## config.mk

```make
export PLATFORM = sky130hd
export DESIGN_NAME = mjpi_mul
export DESIGN_NICKNAME = d
export VERILOG_FILES = /design/src/min_jerk_pose_interpolator_assert.svh /design/src/mjpi_pkg.sv /design/src/mjpi_mul.sv
export SDC_FILE = /design/constraint.sdc
export NUM_CORES = 2
export LEC_CHECK = 0
export BUFFER_PORTS_ARGS = -buffer_cell sky130_fd_sc_hd__buf_4
export CAP_MARGIN = 20
export CORE_ASPECT_RATIO = 1.5
export CORE_MARGIN = 5
export CORE_UTILIZATION = 55
export DETAILED_ROUTE_END_ITERATION = 7
export GPL_TIMING_DRIVEN = 0
export PLACE_DENSITY = 0.83
export SETUP_SLACK_MARGIN = 0.02
export SYNTH_ARGS = -nofsm -noshare
export SYNTH_HDL_FRONTEND = slang
export SYNTH_SLANG_ARGS = --single-unit
```

## constraint.sdc

```tcl
create_clock -name aclk -period 11.7 [get_ports aclk]
set_clock_uncertainty 0.15 [all_clocks]
set_input_delay 0 -clock aclk [delete_from_list [all_inputs] [get_ports aclk]]
set_output_delay 0 -clock aclk [all_outputs]
set_load 0.005 [all_outputs]
```

## src/min_jerk_pose_interpolator_assert.svh

```systemverilog
// Assertion macros for the pose interpolator. They assume aclk and aresetn are in scope.
`ifndef MIN_JERK_POSE_INTERPOLATOR_ASSERT_SVH
`define MIN_JERK_POSE_INTERPOLATOR_ASSERT_SVH

// The consequent must hold in the same cycle as the antecedent.
`define MJPI_ASSERT_SAME(label, ante, cons) \
    label: assert property (@(posedge aclk) disable iff (!aresetn) (ante) |-> (cons)) \
        else $error("pose interpolator check failed");

// The consequent must hold in the cycle after the antecedent.
`define MJPI_ASSERT_NEXT(label, ante, cons) \
    label: assert property (@(posedge aclk) disable iff (!aresetn) (ante) |=> (cons)) \
        else $error("pose interpolator check failed");

`endif

```

## src/mjpi_pkg.sv

```systemverilog
package mjpi_pkg;

    localparam int DEF_MAX_STEPS = 63;

    localparam int MUL_W  = 35;
    localparam int PROD_W = 2 * MUL_W;
    localparam int DS_ARG_W = 64;
    localparam int DS_RES_W = 32;

    localparam logic [30:0] Q30_ONE = 31'h4000_0000;

    localparam logic [2:0] CFG_START_POS  = 3'd0;
    localparam logic [2:0] CFG_TARGET_POS = 3'd1;
    localparam logic [2:0] CFG_START_ORI  = 3'd2;
    localparam logic [2:0] CFG_TARGET_ORI = 3'd3;
    localparam logic [2:0] CFG_STEP_INT   = 3'd4;
    localparam logic [2:0] CFG_HORIZ_RCP  = 3'd5;
    localparam logic [2:0] CFG_STEP_CNT   = 3'd6;
    localparam logic [2:0] CFG_MODE       = 3'd7;

    localparam int MODE_MINJERK_BIT = 0;
    localparam int MODE_ORIENT_BIT  = 1;

    localparam logic [63:0] RST_ORI       = 64'd16384;
    localparam logic [19:0] RST_STEP_INT  = 20'd655;
    localparam logic [31:0] RST_HORIZ_RCP = 32'd65536;
    localparam logic [5:0]  RST_STEP_CNT  = 6'd10;
    localparam logic [1:0]  RST_MODE      = 2'd1;

    typedef logic signed [32:0] q30_t;
    typedef logic signed [33:0] qsum_t;
    typedef logic signed [MUL_W-1:0] mul_op_t;
    typedef logic signed [PROD_W-1:0] prod_t;

    typedef struct packed {
        logic start;
        logic sqrt_mode;
    } ds_req_t;

    function automatic logic signed [15:0] round_q14(input q30_t c);
        logic signed [33:0] sum;
        logic signed [17:0] sh;
        sum = 34'(c) + 34'sd32768;
        sh = 18'(sum >>> 16);
        if (sh > 18'sd16384) begin
            return 16'sd16384;
        end else if (sh < -18'sd16384) begin
            return -16'sd16384;
        end
        return 16'(sh);
    endfunction

endpackage

```

## src/mjpi_mul.sv

```systemverilog
module mjpi_mul (
    input  logic             aclk,
    input  mjpi_pkg::mul_op_t op_a,
    input  mjpi_pkg::mul_op_t op_b,
    output mjpi_pkg::prod_t   prod
);

    mjpi_pkg::prod_t prod_reg;

    always_ff @(posedge aclk) begin
        prod_reg <= op_a * op_b;
    end

    assign prod = prod_reg;

endmodule

```

==> reports/results.txt <==
outcome = complete, but fails checks
failing checks = DRC
fmax = 106 MHz
vias in the first global route = 38084
CP Launch Type = primary input
Worst slew margin = 14.9%
routability cong. = 1.08
root buffer selected by CTS = clkbuf_16
Rows = 128
Final Max Slew Viols = 0
Fill cells = 7148
fin crit share = 80.5%
CTS buffer count = 9
Fin. Hold Viols = 0
final setup violation count = 0
slew at the pin closest to its max-slew limit = 1.28 ns
register area share after synthesis = 3.13%
number of I/O pins = 141
clk buf depth = 2
Synth Register Bits = 70
YS warnings = 0
initial antenna violation count = 13
crit path DAT = 9.58 ns
DRT Pass-1 Iters = 8
RSZ-0062 raised after global routing = no
syn nets = 6260
GRT overflow = 0
cell area after layout = 47500 µm²
largest net degree at the start of global routing = 24
Wirelength per Cell = 29.6 µm
synth unique cells = 71
max FFs per register = 70
worst path required time = 11.87 ns
Die X = 243 µm
EDFF count, synth = 0
Worst Path Max Fanout = 11
utilization after layout = 58.7%
post-route setup TNS = 0 ns
max-cap violations = 0
Placed Area = 47100 µm²
Syn Area/Cell = 9.60 µm²
Total Routing Usage GR = 40.3%
Die Ht = 360 µm
Post-synth top flop = dfxtp_1
critical path type = in -> reg
PortBufs = 123
DP HPWL = 147000 µm
share of layout cells above drive strength 1 = 3.90%
fin nets = 6403
Vias per Instance = 5.86
Area growth, synth to finish = 6.01%
Core Box Area = 81000 µm²
CTS tree = built
first-pass GRT wire length = 250000 µm
ys async rst share = 0%
Routed Antenna Nets = 0
CTS Sinks = 70
Hold Crit Class = in -> reg
number of remaining DRC errors = 4
initial core utilization = 55.3%
Tmin final = 9.42 ns
Worst setup EP type = flop
via count = 34414
synthesized netlist cell count = 4671
H-tree Lvls = 3
die area = 87500 µm²
DRT iter0 DRCs = 3038
Worst-path clk slew = 0.08 ns
final WL = 174000 µm
Synth Cell Area = 44800 µm²
synthesized netlist by cell type (5+ instances only):
master | number | area share (%)
and2_1 | 667 | 9.3
nand2_1 | 569 | 4.8
fa_1 | 1311 | 59
inv_1 | 1158 | 9.7
o211ai_1 | 5 | 0.084
nor2b_1 | 5 | 0.070
nand3_1 | 7 | 0.078
xnor2_1 | 54 | 1.1
xor2_1 | 25 | 0.49
clkbuf_1 | 230 | 1.9
a21o_1 | 38 | 0.64
o21a_1 | 9 | 0.15
o21ai_1 | 13 | 0.15
and3_1 | 11 | 0.15
buf_6 | 8 | 0.20
nand4_1 | 16 | 0.22
a21oi_1 | 75 | 0.84
o21ai_0 | 32 | 0.36
nand2b_1 | 15 | 0.21
buf_4 | 8 | 0.13
a31oi_1 | 8 | 0.11
o21bai_1 | 12 | 0.20
ha_1 | 207 | 5.8
nor2_1 | 52 | 0.44
dfxtp_1 | 70 | 3.1
area by class of cell:
class / instances / area [µm²] / area share [%]
Multi-Input combinational cell: 3191 / 38000 / 80.0
Inverter: 1159 / 4350 / 9.15
Sequential cell: 70 / 1400 / 2.95
Tap cell: 1040 / 1300 / 2.74
Timing Repair Buffer: 132 / 1050 / 2.22
Buffer: 251 / 1050 / 2.21
Clock buffer: 10 / 229 / 0.482
Clock inverter: 6 / 70.1 / 0.147
Antenna cell: 15 / 37.5 / 0.0790
layout by cell type (no fill, tap or decap), types with 11 or more instances in the layout:
cell and instances:
o21bai_1 12, nand2_1 569, inv_1 1158, xnor2_1 54, a21oi_1 75, nand4_1 16
and2_1 667, clkbuf_1 231, dfxtp_1 70, xor2_1 25, diode_2 15, o21ai_0 32
ha_1 207, o21ai_1 13, and3_1 11, nand2b_1 15, a21o_1 38, fa_1 1309
buf_4 131, nor2_1 52
metrics by stage:
| step | instances | worst slack [ns] | hold slack (ns) |
|---|---|---|---|
| after floorplan | 4671 | 3.56 | -0.0227 |
| after global placement | 5834 | 1.87 | 0.223 |
| after detailed placement | 5837 | 2.02 | 0.230 |
| after CTS | 5855 | 2.33 | 0.0717 |
| after global routing | 5859 | 1.88 | 0.0916 |
| final | 5874 | 2.28 | 0.0918 |
worst max-delay path, cell delays in order:
cell and delay, ns:
clkbuf_1 0.41, clkbuf_1 0.72, nand2_1 0.23, inv_1 0.20
fa_1 0.50, fa_1 0.57, fa_2 0.80, inv_1 0.16
fa_1 0.93, inv_1 0.45, fa_1 0.58, fa_1 0.51
fa_1 0.52, inv_1 0.06, fa_1 0.48, inv_1 0.04
ha_1 0.27, buf_4 0.17, a21o_1 0.17, a21o_1 0.16
a21oi_1 0.19, o21ai_0 0.10, a221o_1 0.34, a21o_1 0.21
a31oi_1 0.33, o21a_1 0.22, o21ai_1 0.09, xor2_1 0.16
path summary, 6_finish.rpt:
check,from,end,slack [ns],depth (start not counted)
setup / recovery,op_a[34],prod[68]$_DFF_P_,2.28,28
hold / removal,op_b[2],prod[2]$_DFF_P_,0.09,3
what timing repair did:
item                                   4_1_cts  5_1_grt
buffers inserted                             0        0
endpoints found under the hold margin        2        0
resized for setup                            0        0
hold buffers                                 2        0
setup endpoints to repair                    0        0
routing by layer:
layer | share of wire (%) | GRT usage, % | up-vias
met4 | 16 | 46.4 | 0
met5 | 0 | 0 | -
met1 | 29 | 40.6 | 17771
met2 | 47 | 64.9 | 2158
met3 | 8.1 | 8.13 | 958
li1 | - | - | 13527
cells by family after synthesis:
| group | Yosys count | synth area share, % |
|---|---|---|
| AOI/OAI and AO/OA | 229 | 3.35 |
| xor gates and xnor gates | 79 | 1.54 |
| adders and majority gates | 1518 | 64.3 |
| DFF | 70 | 3.13 |
| buffers and inverters | 1410 | 12.0 |
| and+or+nand+nor | 1365 | 15.6 |
Power is left out: the tool's default activity adds up to more than one toggle a clock period on the data nets, which glitch-free logic cannot reach.
