## src/min_jerk_pose_interpolator_assert.svh

```systemverilog
// Assertion macros for the pose interpolator. They assume aclk and aresetn are in scope.
`ifndef MIN_JERK_POSE_INTERPOLATOR_ASSERT_SVH
`define MIN_JERK_POSE_INTERPOLATOR_ASSERT_SVH

// The consequent must hold in the same cycle as the antecedent.
`define MJPI_ASSERT_SAME(label, ante, cons) \
    label: assert property (@(posedge aclk) disable iff (!aresetn) (ante) |-> (cons)) \
        else $error("pose interpolator check failed");

// The consequent must hold in the cycle after the antecedent.
`define MJPI_ASSERT_NEXT(label, ante, cons) \
    label: assert property (@(posedge aclk) disable iff (!aresetn) (ante) |=> (cons)) \
        else $error("pose interpolator check failed");

`endif

```

## src/mjpi_pkg.sv

```systemverilog
package mjpi_pkg;

    localparam int DEF_MAX_STEPS = 63;

    localparam int MUL_W  = 35;
    localparam int PROD_W = 2 * MUL_W;
    localparam int DS_ARG_W = 64;
    localparam int DS_RES_W = 32;

    localparam logic [30:0] Q30_ONE = 31'h4000_0000;

    localparam logic [2:0] CFG_START_POS  = 3'd0;
    localparam logic [2:0] CFG_TARGET_POS = 3'd1;
    localparam logic [2:0] CFG_START_ORI  = 3'd2;
    localparam logic [2:0] CFG_TARGET_ORI = 3'd3;
    localparam logic [2:0] CFG_STEP_INT   = 3'd4;
    localparam logic [2:0] CFG_HORIZ_RCP  = 3'd5;
    localparam logic [2:0] CFG_STEP_CNT   = 3'd6;
    localparam logic [2:0] CFG_MODE       = 3'd7;

    localparam int MODE_MINJERK_BIT = 0;
    localparam int MODE_ORIENT_BIT  = 1;

    localparam logic [63:0] RST_ORI       = 64'd16384;
    localparam logic [19:0] RST_STEP_INT  = 20'd655;
    localparam logic [31:0] RST_HORIZ_RCP = 32'd65536;
    localparam logic [5:0]  RST_STEP_CNT  = 6'd10;
    localparam logic [1:0]  RST_MODE      = 2'd1;

    typedef logic signed [32:0] q30_t;
    typedef logic signed [33:0] qsum_t;
    typedef logic signed [MUL_W-1:0] mul_op_t;
    typedef logic signed [PROD_W-1:0] prod_t;

    typedef struct packed {
        logic start;
        logic sqrt_mode;
    } ds_req_t;

    function automatic logic signed [15:0] round_q14(input q30_t c);
        logic signed [33:0] sum;
        logic signed [17:0] sh;
        sum = 34'(c) + 34'sd32768;
        sh = 18'(sum >>> 16);
        if (sh > 18'sd16384) begin
            return 16'sd16384;
        end else if (sh < -18'sd16384) begin
            return -16'sd16384;
        end
        return 16'(sh);
    endfunction

endpackage

```

## src/mjpi_divsqrt.sv

```systemverilog
module mjpi_divsqrt (
    input  logic                            aclk,
    input  logic                            aresetn,
    input  mjpi_pkg::ds_req_t               req,
    input  logic [mjpi_pkg::DS_ARG_W-1:0]   operand,
    input  logic [mjpi_pkg::DS_RES_W-1:0]   divisor,
    output logic                            done,
    output logic [mjpi_pkg::DS_RES_W-1:0]   result
);

    logic        busy_reg, busy_next;
    logic        done_reg, done_next;
    logic [4:0]  cnt_reg, cnt_next;
    logic        sqrt_reg;
    logic [34:0] rem_reg;
    logic [63:0] num_reg;
    logic [31:0] root_reg;
    logic [31:0] div_reg;

    logic [34:0] r1;
    logic [34:0] trial;
    logic [34:0] diff;
    logic        ge;

    always_comb begin
        if (sqrt_reg) begin
            r1    = {rem_reg[32:0], num_reg[63:62]};
            trial = {1'b0, root_reg, 2'b01};
        end else begin
            r1    = {rem_reg[33:0], num_reg[63]};
            trial = {3'b000, div_reg};
        end
        ge   = (r1 >= trial);
        diff = r1 - trial;
    end

    always_comb begin
        busy_next = busy_reg;
        cnt_next  = cnt_reg;
        done_next = 1'b0;
        if (req.start) begin
            busy_next = 1'b1;
            cnt_next  = 5'd0;
        end else if (busy_reg) begin
            cnt_next = cnt_reg + 5'd1;
            if (cnt_reg == 5'd31) begin
                busy_next = 1'b0;
                done_next = 1'b1;
            end
        end
    end

    always_ff @(posedge aclk) begin
        if (!aresetn) begin
            busy_reg <= 1'b0;
            done_reg <= 1'b0;
            cnt_reg  <= 5'd0;
        end else begin
            busy_reg <= busy_next;
            done_reg <= done_next;
            cnt_reg  <= cnt_next;
        end
    end

    always_ff @(posedge aclk) begin
        if (req.start) begin
            sqrt_reg <= req.sqrt_mode;
            root_reg <= 32'd0;
            div_reg  <= divisor;
            if (req.sqrt_mode) begin
                rem_reg <= 35'd0;
                num_reg <= operand;
            end else begin
                rem_reg <= {3'b000, operand[63:32]};
                num_reg <= {operand[31:0], 32'd0};
            end
        end else if (busy_reg) begin
            rem_reg  <= ge ? diff : r1;
            root_reg <= {root_reg[30:0], ge};
            num_reg  <= sqrt_reg ? {num_reg[61:0], 2'b00} : {num_reg[62:0], 1'b0};
        end
    end

    assign done   = done_reg;
    assign result = root_reg;

endmodule

```

## config.mk

```make
export PLATFORM = sky130hd
export DESIGN_NAME = mjpi_divsqrt
export DESIGN_NICKNAME = d
export VERILOG_FILES = /design/src/min_jerk_pose_interpolator_assert.svh /design/src/mjpi_pkg.sv /design/src/mjpi_divsqrt.sv
export SDC_FILE = /design/constraint.sdc
export NUM_CORES = 1
export LEC_CHECK = 0
export BUFFER_PORTS_ARGS = -buffer_cell sky130_fd_sc_hd__buf_2
export CELL_PAD_IN_SITES_DETAIL_PLACEMENT = 2
export CELL_PAD_IN_SITES_GLOBAL_PLACEMENT = 2
export CORE_ASPECT_RATIO = 1.25
export CORE_MARGIN = 1
export CORE_UTILIZATION = 38
export DETAILED_ROUTE_END_ITERATION = 16
export GPL_TIMING_DRIVEN = 1
export PLACE_DENSITY_LB_ADDON = 0.05
export RECOVER_POWER = 25
export SKIP_CTS_REPAIR_TIMING = 1
export SYNTH_ARGS = -nofsm -noshare
export SYNTH_HDL_FRONTEND = slang
export SYNTH_SLANG_ARGS = --single-unit
```

## constraint.sdc

```tcl
create_clock -name aclk -period 12.4 [get_ports aclk]
set_clock_uncertainty 0.05 [all_clocks]
set_input_delay 1.86 -clock aclk [delete_from_list [all_inputs] [get_ports aclk]]
set_output_delay 1.86 -clock aclk [all_outputs]
set_load 0.05 [all_outputs]
```

==> summary.txt, run 1 <==
GRT
  – Largest net degree at the start of global routing: 130
  – Grt total ovfl: 0
  – Global-route wire length before repair: roughly 50000 um
  – Initial antenna violation count: 1
  – GRT Util Overall: a little under a quarter
  – Number of global-route vias before repair: 8721

Floorplanning
  – Starting density of the core: roughly two fifths
  – I/O Pins: approximately 130
  – Core area: 26800 um^2
  – Die area: roughly 28000 um^2
  – Die Span X: 150 um
  – Die outline height: about 190 um
  – # rows: 67

Outcome
  – Failing checks: max-capacitance violations, max-slew violations
  – Status: finished with violations

Detailed routing
  – Residual DRC count: 0
  – Antenna viol nets, final: 0
  – DR pass1 iterations: 4
  – Via Count: roughly 8000
  – Vias/cell: 5.59
  – Drt wl/cell: approximately 22 um
  – First DRT Iteration DRCs: roughly 230
  – Post-Route WL: approximately 31000 um

Placed design
  – GP Congestion: between 0.8 and 0.9
  – Dpl hpwl: roughly 22000 um
  – Dpl ws: between 7000 and 8000 ps
  – Port Buffers: roughly 130
  – Placed cell area: about 11000 um^2

Setup path
  – Beginning of the worst register-to-register path: sqrt_reg$_DFFE_PP_
  – R2r worst-path depth: 11
  – Crit path kind: in -> reg
  – Reg2reg end: rem_reg[28]$_DFFE_PP_
  – Critical path arrival: ~5900 ps
  – Flop-to-flop setup slack: about 7900 ps
  – Critical Path RT: about 13000 ps
  – Crit-path max FO: 36
  – Nature of the critical path endpoint: register
  – Startpoint Class: primary input

STA
  – Worst slew margin: -80.8%
  – Fmax: about 180 MHz
  – Final hold violation count: 0
  – Min Hold Slack: between 500 and 600 ps
  – Slew @ Worst Pin: between 2000 and 3000 ps
  – Min Clock Period, post-route: ~5700 ps
  – RSZ-0062 raised after global routing: no
  – PnR worst setup slack: between 6000 and 7000 ps
  – Setup TNS: 0 ps
  – Period utilization: 45.9%
  – Final setup viols: 0
  – Max-slew violations: 37

Worst hold path
  – Hold Crit Class: reg -> reg
  – Worst Hold Launch: result[9]$_SDFFE_PP0P_
  – Hold Path Cell Cnt: 2
  – Hold endpoint: result[9]$_SDFFE_PP0P_

Finish
  – Design Area, Final: about 12000 um^2
  – Area Overhead vs Synth: 14.8%
  – Fillers: between 2000 and 3000
  – Max FFs per register: 64
  – Sequential Area: between 4000 and 5000 um^2
  – Ant diodes: 0
  – Multi-input gate area: about 5300 um^2
  – Layout cell share with drive strength beyond 1: about a fifth
  – Final Net Count: 1211

Power
  – Overall power: ~2.5 mW
  – VDD IR max: 106 uV
  – Leakage power: between 4 and 5 nW
  – PwrDens: 215 nW/um^2

Logic synthesis
  – Flops & latches, synth: between 150 and 200
  – EDFF count, synth: 131
  – Synth Net Count: about 1100
  – Synth top area share: a little under two fifths
  – Synth area leader: edfxtp_1
  – Synth cell count leaders: mux2i_1, edfxtp_1, nand2_1, a21oi_1, nor2_1
  – Register area share after synthesis: 45.6%
  – Number of library cell types mapped by synthesis: ~70
  – Asr flop ratio synth: 0%
  – Cell Area, Synth: a little over 10000 um^2
  – Ranking of synthesized cells by area: edfxtp_1, mux2i_1, dfxtp_1
  – Post-Synthesis Cells: a little under 1000
  – Main flop type after synthesis: edfxtp_1
  – Synth warn: 0
  – Count leader, synth: mux2i_1
  – Avg Inst Size Synth: 10.6 um^2

Clock network
  – Root Buffer: clkbuf_16
  – Clock transition at the registers of the reported paths: 70 ps
  – Num Clock Sinks: 170
  – Worst-Skew Late Latency: 440 ps
  – CTS Buf Count: 17
  – CTS tree: done
  – Max Buffers Root-to-Sink: 2
  – H-tree levels: 4

Flow run
  – Count of maximum capacitance violations: 1
-- layout make-up --
class | instances | area share (%)
clock inverters | 15 | 1.77
inverters | 9 | 0.284
well taps | 345 | 3.64
repair buffers | 141 | 6.06
clock buffers | 17 | 3.58
multi-input cells | 735 | 45.0
flip-flops and latches | 170 | 39.7
-- cells in the final DEF (no fill, tap or decap), types with 5 or more instances in the layout --
cell type,instances
nand3_1,10
a31oi_1,5
dfxtp_1,38
nand2_1,80
mux2i_1,146
nand4_1,7
clkbuf_1,10
a21oi_1,73
clkbuf_16,17
nor2b_1,35
buf_4,8
or3_1,5
a211oi_1,37
a21o_1,15
inv_1,7
nand2b_1,5
edfxtp_1,131
mux2_2,33
buf_2,122
and3_1,13
nor2_1,60
o21ai_0,60
xor2_1,12
o21ai_1,8
xnor2_1,17
ha_1,36
o211ai_1,7
nor3_1,7
-- worst max-delay path by stage --
stage	startpoint	end	cells past startpoint
6_report	req[0]	num_reg[14]$_DFFE_PP_	7
5_1_grt	req[0]	num_reg[30]$_DFFE_PP_	7
4_1_cts	req[1]	num_reg[14]$_DFFE_PP_	7
3_5_place_dp	req[1]	num_reg[14]$_DFFE_PP_	7
3_3_place_gp	req[1]	rem_reg[24]$_DFFE_PP_	7
2_1_floorplan	sqrt_reg$_DFFE_PP_	rem_reg[26]$_DFFE_PP_	16
-- stage by stage --
stage                     std cells  utilization [%]
after floorplan                 974                -
after global placement         1400             42.0
after detailed placement       1400             42.0
after CTS                      1432             44.3
after global routing           1432             44.3
final                          1432             44.3
-- power by group --
part,internal (mW),switching [mW]
Clock,0.342,0.252
Combinational,0.472,0.699
Sequential,0.736,0.0470
-- cells by family after synthesis --
group	Yosys count	share of synthesized area (%)
fa+ha+maj	37	4.55
xor+xnor	29	2.45
buf+inv	69	2.89
mux	179	17.7
flops	170	45.6
simple gates	236	10.9
compound gates	254	16.0
-- worst max-delay path, cell delays in order --
cell and delay, ps:
buf_2 70, clkbuf_1 1900, clkinv_1 1140, nor2_2 310, buf_4 370, nand2_1 100, o21ai_0 110
-- per-layer routing --
layer	wire length, um	share of wire [%]	vias to the layer above	global-route usage, %
li1	-	-	3865	-
met1	14600	47	3981	30.7
met2	15000	49	131	37.8
met3	786	2.5	31	3.33
met4	471	1.5	2	5.93
met5	10	0.032	-	0
Note: power is estimated with default switching activity, not from simulation.
==> inputs of run 2 (changes only) <==
CORE_UTILIZATION = 35   (was 38)
clock period = 4.9 ns   (was 12.4 ns; I/O delays follow)
==> run 2 against run 1 <==
  * The flow still finishes with violations (max-capacitance violations, max-slew violations)
  * Flip-flop and latch count unchanged
  * First-iteration DRC count rose by 26%
  * Via count down 0.46%
  * Utilization shrank 3.4 points
  * Critical path depth grew 5
  * Clock power grew 140%
  * Sequential share of layout area down 0.20 points
  * Setup slack lost 6000 ps
  * Routed wire length rose by 2.2%
  * Clock-buffer cell count increased by 1
  * Register-to-register slack got worse by 7100 ps
==> summary.txt, run 2 (synthesized netlist as in run 1, its figures left out) <==
Finish
  – Ant diodes: 0 (unchanged)
  – Final Net Count: 1213 (+0.17%)
  – Most frequent cells in the layout: mux2i_1, edfxtp_1, buf_2
  – Final core occ: 40.9% (-3.4 points)
  – Most common cell after layout, fill and taps aside: mux2i_1
  – Max FFs per register: 64 (unchanged)
  – Fillers: 3144 (+8.8%)
  – Layout cell share with drive strength beyond 1: 20.1% (+0.61 points)
  – Area Overhead vs Synth: 15.3%

Placed design
  – Port Buffers: 132 (unchanged)
  – GP Congestion: 0.839 (+4.6%)
  – Dpl hpwl: 23200 um (+3.4%)

Worst hold path
  – Hold Path Cell Cnt: 1 (-1)
  – Hold Crit Class: in -> reg
  – Worst Hold Launch: divisor[5]
  – Hold endpoint: div_reg[5]$_DFFE_PP_

GRT
  – Global-route wire length before repair: 49300 um (+0.81%)
  – Initial antenna violation count: 0 (-1)
  – Number of global-route vias before repair: 8603 (-1.4%)
  – Grt total ovfl: 0 (unchanged)
  – Largest net degree at the start of global routing: 79 (-39%)
  – GRT Util Overall: 21.3% (-1.5 points)

Setup path
  – Cell depth of the worst setup path: 12 (+5)
  – Reg2reg end: rem_reg[27]$_DFFE_PP_
  – Flop-to-flop setup slack: 730 ps (-7140 ps)
  – Worst path buffer plus inverter count: 2 (-2)
  – Critical Path RT: 5040 ps (-7570 ps)
  – Max stage delay on crit path: 430 ps (-1470 ps)
  – Crit path kind: reg -> reg
  – Crit path launch: sqrt_reg$_DFFE_PP_
  – Crit-path max FO: 56 (+56%)
  – Critical path arrival: 4310 ps (-1590 ps)
  – Startpoint Class: register
  – CP max-delay cell: a221o_1
  – R2r worst-path depth: 12 (+1)
  – Ordered cell list for the critical path: buf_12, buf_4, mux2_2, ha_1, a21o_1, a21o_1, a21oi_1, o211ai_1, a221o_1, nor2_4, nor2_1, a221o_1
  – Beginning of the worst register-to-register path: sqrt_reg$_DFFE_PP_
  – Critical path's top delay family: compound AO/OA/AOI/OAI gates
  – Nature of the critical path endpoint: register

STA
  – Min Clock Period, post-route: about 4200 ps
  – Slew @ Worst Pin: 2950 ps (+237 ps)
  – Max-slew violations: 138 (+270%)
  – Final setup viols: 0 (unchanged)
  – Final hold violation count: 0 (unchanged)
  – Fmax: around 240 MHz
  – Period utilization: between 80% and 90%
  – Worst slew margin: -96.6% (-16 points)
  – RSZ-0062 raised after global routing: no
  – Setup TNS: 0 ps (unchanged)

Clock network
  – Root Buffer: clkbuf_16
  – Clock transition at the registers of the reported paths: 70 ps (about the same)
  – Max Buffers Root-to-Sink: 2 (unchanged)
  – Num Clock Sinks: 170 (unchanged)
  – Worst-Skew Late Latency: 450 ps (about the same)
  – CTS Buf Count: 17 (unchanged)
  – CTS tree: done
  – H-tree levels: 4 (unchanged)

Detailed routing
  – Drt wl/cell: 21.2 um (-1.5%)
  – Post-Route WL: 31500 um (+2.2%)
  – Antenna viol nets, final: 0 (unchanged)
  – Via Count: 7973 (-0.46%)
  – First DRT Iteration DRCs: 293 (+26%)
  – DR pass1 iterations: 4 (unchanged)
  – Vias/cell: 5.37 (-4.0%)
  – Residual DRC count: 0 (unchanged)

Flow run
  – Count of maximum capacitance violations: 3 (+2)

Power
  – VDD IR max: 249 uV (+140%)
  – Leakage power: 4.91 nW (+0.46%)
  – PwrDens: 535 nW/um^2 (+150%)

Floorplanning
  – Die Span X: 156 um (+4.1%)
  – Die area: 30300 um^2 (+8.5%)
  – Die outline height: 194 um (+4.2%)
  – Core area: 29200 um^2 (+8.7%)
  – # rows: 70 (+4.5%)
  – I/O Pins: 133 (unchanged)
  – Starting density of the core: 35.5% (-3.1 points)

Outcome
  – Failing checks: max-capacitance violations, max-slew violations
  – Status: finished with violations
==> run 2: worst max path at each step <==
stage	slack (ps)	to
2_1_floorplan	810	rem_reg[26]$_DFFE_PP_
3_3_place_gp	850	rem_reg[12]$_DFFE_PP_
3_5_place_dp	700	rem_reg[27]$_DFFE_PP_
4_1_cts	710	rem_reg[27]$_DFFE_PP_
5_1_grt	550	rem_reg[27]$_DFFE_PP_
6_report	730	rem_reg[27]$_DFFE_PP_
==> run 2: cell type report <==
cell class,count,area (um^2),area share (%)
Multi-Input combinational cell,735,5340,44.7
Clock inverter,14,160,1.34
Timing Repair Buffer,143,761,6.38
Sequential cell,170,4710,39.5
Tap cell,396,495,4.15
Inverter,9,33.8,0.283
Clock buffer,18,429,3.60
==> run 2: per-layer routing <==
metal	vias to the layer above	part of all wire, %	track usage (%)
li1	3864	-	-
met1	3960	48	28.3
met2	127	49	36.3
met3	22	2.0	2.30
met4	0	1.4	6.14
met5	-	0	0
==> run 2: power breakdown <==
part / leakage (nW) / switching (mW) / total (mW) / internal [mW]
clock: 0.286 / 0.653 / 1.42 / 0.766
sequential: 1.65 / 0.124 / 1.99 / 1.86
combinational: 2.98 / 1.78 / 2.98 / 1.20
==> run 2: stage by stage <==
stage / setup slack, ps / hold slack [ps] / total power, mW / instances / cell area [um^2]
after floorplan: 809 / 417 / 4.15 / 974 / 10300
after global placement: 854 / 431 / 4.95 / 1453 / 11400
after detailed placement: 700 / 444 / 5.00 / 1453 / 11400
after CTS: 706 / 387 / 6.45 / 1485 / 11900
after global routing: 551 / 397 / 6.78 / 1485 / 11900
final: 729 / 410 / 6.38 / 1485 / 11900
==> inputs of run 3 (changes only) <==
--- a/constraint.sdc
+++ b/constraint.sdc
@@ -3,3 +3,3 @@
 set_input_delay 0.735 -clock aclk [delete_from_list [all_inputs] [get_ports aclk]]
 set_output_delay 0.735 -clock aclk [all_outputs]
-set_load 0.05 [all_outputs]
+set_load 0.02 [all_outputs]
==> run 3 against run 2 <==
  * The run still ends with max-capacitance violations, max-slew violations left
  * Die area is the same
  * Flip-flop and latch count unchanged
  * Sequential share of layout area about the same
  * Global-route usage stayed put
  * Register-to-register slack hardly changed
  * Non-clock buffer count did not move
  * Utilization is essentially flat
  * Critical endpoint unchanged
  * Highest routed layer unchanged
==> summary.txt, run 3 (synthesized netlist as in run 1, its figures left out) <==
Placed design
  – Placed cell area: 11400 um^2 (unchanged)
  – Dpl cells: 1453 (unchanged)
  – Dpl hpwl: 23200 um (unchanged)
  – Port Buffers: 132 (unchanged)
  – Dpl ws: 700 ps (unchanged)
  – GP Congestion: 0.839 (unchanged)

STA
  – Final setup viols: 0 (unchanged)
  – Setup TNS: 0 ps (unchanged)
  – Period utilization: 85.1% (about the same)
  – Worst slew margin: -96.6% (about the same)
  – PnR worst setup slack: 729 ps (-0.0370 ps)
  – Max-slew violations: 138 (unchanged)
  – Fmax: 240 MHz (about the same)
  – Min Clock Period, post-route: 4170 ps (+0.0370 ps)
  – Slew @ Worst Pin: 2950 ps (-0.181 ps)
  – RSZ-0062 raised after global routing: no
  – Final hold violation count: 0 (unchanged)

Floorplanning
  – Die area: 30300 um^2 (unchanged)
  – I/O Pins: 133 (unchanged)
  – Die outline height: 194 um (unchanged)
  – # rows: 70 (unchanged)
  – Core area: 29200 um^2 (unchanged)
  – Die Span X: 156 um (unchanged)
  – Starting density of the core: 35.5% (unchanged)

Setup path
  – Crit-path max FO: 56 (unchanged)
  – Critical Path RT: 5040 ps (about the same)
  – Critical path arrival: 4310 ps (about the same)
  – Startpoint Class: register
  – Nature of the critical path endpoint: register
  – Crit path kind: reg -> reg

Detailed routing
  – DR pass1 iterations: 4 (unchanged)
  – Via Count: 7974 (+0.013%)
  – First DRT Iteration DRCs: 293 (unchanged)
  – Antenna viol nets, final: 0 (unchanged)
  – Residual DRC count: 0 (unchanged)
  – Post-Route WL: 31500 um (about the same)
  – Vias/cell: 5.37 (about the same)
  – Drt wl/cell: 21.2 um (about the same)

Worst hold path
  – Hold Crit Class: in -> reg

GRT
  – GRT met2 Usage: 36.3% (unchanged)
  – Met1 GRT Util: 28.3% (unchanged)
  – Top Usage Layer GRT: met2
  – GRT Util Overall: 21.3% (unchanged)
  – Initial antenna violation count: 0 (unchanged)
  – Number of global-route vias before repair: 8603 (unchanged)
  – Largest net degree at the start of global routing: 79 (unchanged)
  – Grt met3 use: 2.30% (unchanged)
  – Grt total ovfl: 0 (unchanged)
  – Global-route wire length before repair: 49300 um (unchanged)

Power
  – Clock power frac: 22.2% (about the same)
  – PwrDens: 535 nW/um^2 (about the same)
  – Switch Pwr: 2.55 mW (-0.18%)
  – Sequential fraction of design power: 31.2% (about the same)
  – VDD IR max: 249 uV (about the same)
  – Sw frac: 40.0% (-0.043 points)
  – Comb pwr share: 46.6% (about the same)
  – Int Pwr: 3.83 mW (about the same)
  – Leakage power: 4.90 nW (-0.18%)

Finish
  – Final Net Count: 1213 (unchanged)
  – Post-Layout Cell Count: 1485 (unchanged)
  – Most common cell after layout, fill and taps aside: mux2i_1
  – Most frequent cells in the layout: mux2i_1, edfxtp_1, buf_2
  – Ant diodes: 0 (unchanged)
  – Layout cell share with drive strength beyond 1: 19.9% (-0.18 points)
  – Area Overhead vs Synth: 15.3% (about the same)
  – Design Area, Final: 11900 um^2 (about the same)
  – Max FFs per register: 64 (unchanged)
  – Fillers: 3146 (+0.064%)

Clock network
  – Max Buffers Root-to-Sink: 2 (unchanged)
  – CTS tree: done
  – Num Clock Sinks: 170 (unchanged)
  – H-tree levels: 4 (unchanged)
  – Worst-Skew Late Latency: 450 ps (about the same)
  – Clock transition at the registers of the reported paths: 70 ps (about the same)
  – CTS Buf Count: 17 (unchanged)
  – Root Buffer: clkbuf_16

Outcome
  – Status: finished with violations
  – Failing checks: max-capacitance violations, max-slew violations

Flow run
  – Count of maximum capacitance violations: 3 (unchanged)
[run 3: cell count changes in the layout (fill, tap and decap cells not counted)]
cell / before / now
buf_2: 129 / 127
clkbuf_1: 6 / 8
[run 3: final cells by class]
class	count	area [um^2]	share of cell area [%]
repair buffers	143	758	6.36
clock buffers	18	429	3.60
flip-flops and latches	170	4710	39.5
clock inverters	14	160	1.34
inverters	9	33.8	0.283
well taps	396	495	4.15
multi-input cells	735	5340	44.8
[run 3: per-stage QoR]
stage / hold slack (ps) / utilization (%) / power, mW
finish: 410 / 40.9 / 6.38
CTS: 387 / 41.0 / 6.44
global placement: 431 / 38.9 / 4.95
floorplan: 417 / - / 4.15
detailed placement: 444 / 38.9 / 5.00
global route: 397 / 40.9 / 6.77
[run 3: final timing paths]
check,startpoint,end,slack [ps],cells after the start
setup / recovery,sqrt_reg$_DFFE_PP_,rem_reg[27]$_DFFE_PP_,730,12
hold / removal,divisor[5],div_reg[5]$_DFFE_PP_,410,1
hold reg to reg,cnt_reg[4]$_SDFFE_PP0P_,cnt_reg[4]$_SDFFE_PP0P_,460,2
setup reg to reg,sqrt_reg$_DFFE_PP_,rem_reg[27]$_DFFE_PP_,730,12
[run 3: layer usage]
metal	part of all wire, %	routed length, um
met3	2.0	622
met2	49	15400
met5	0	0
met4	1.4	434
met1	48	15000
[run 3: critical path: stages (launching register included)]
cell	delay (ps)
edfxtp_1	380
buf_12	320
buf_4	320
mux2_2	380
ha_1	380
a21o_1	210
a21o_1	170
a21oi_1	200
o211ai_1	180
a221o_1	420
nor2_4	360
nor2_1	180
a221o_1	350
[run 3: power groups by stage]
stage	Combinational (mW)	Clock [mW]	Sequential [mW]
floorplan	2.19	0	1.95
global placement	2.93	0	2.02
detailed placement	2.98	0	2.02
CTS	2.99	1.46	1.99
global route	3.25	1.51	2.02
finish	2.97	1.42	1.99
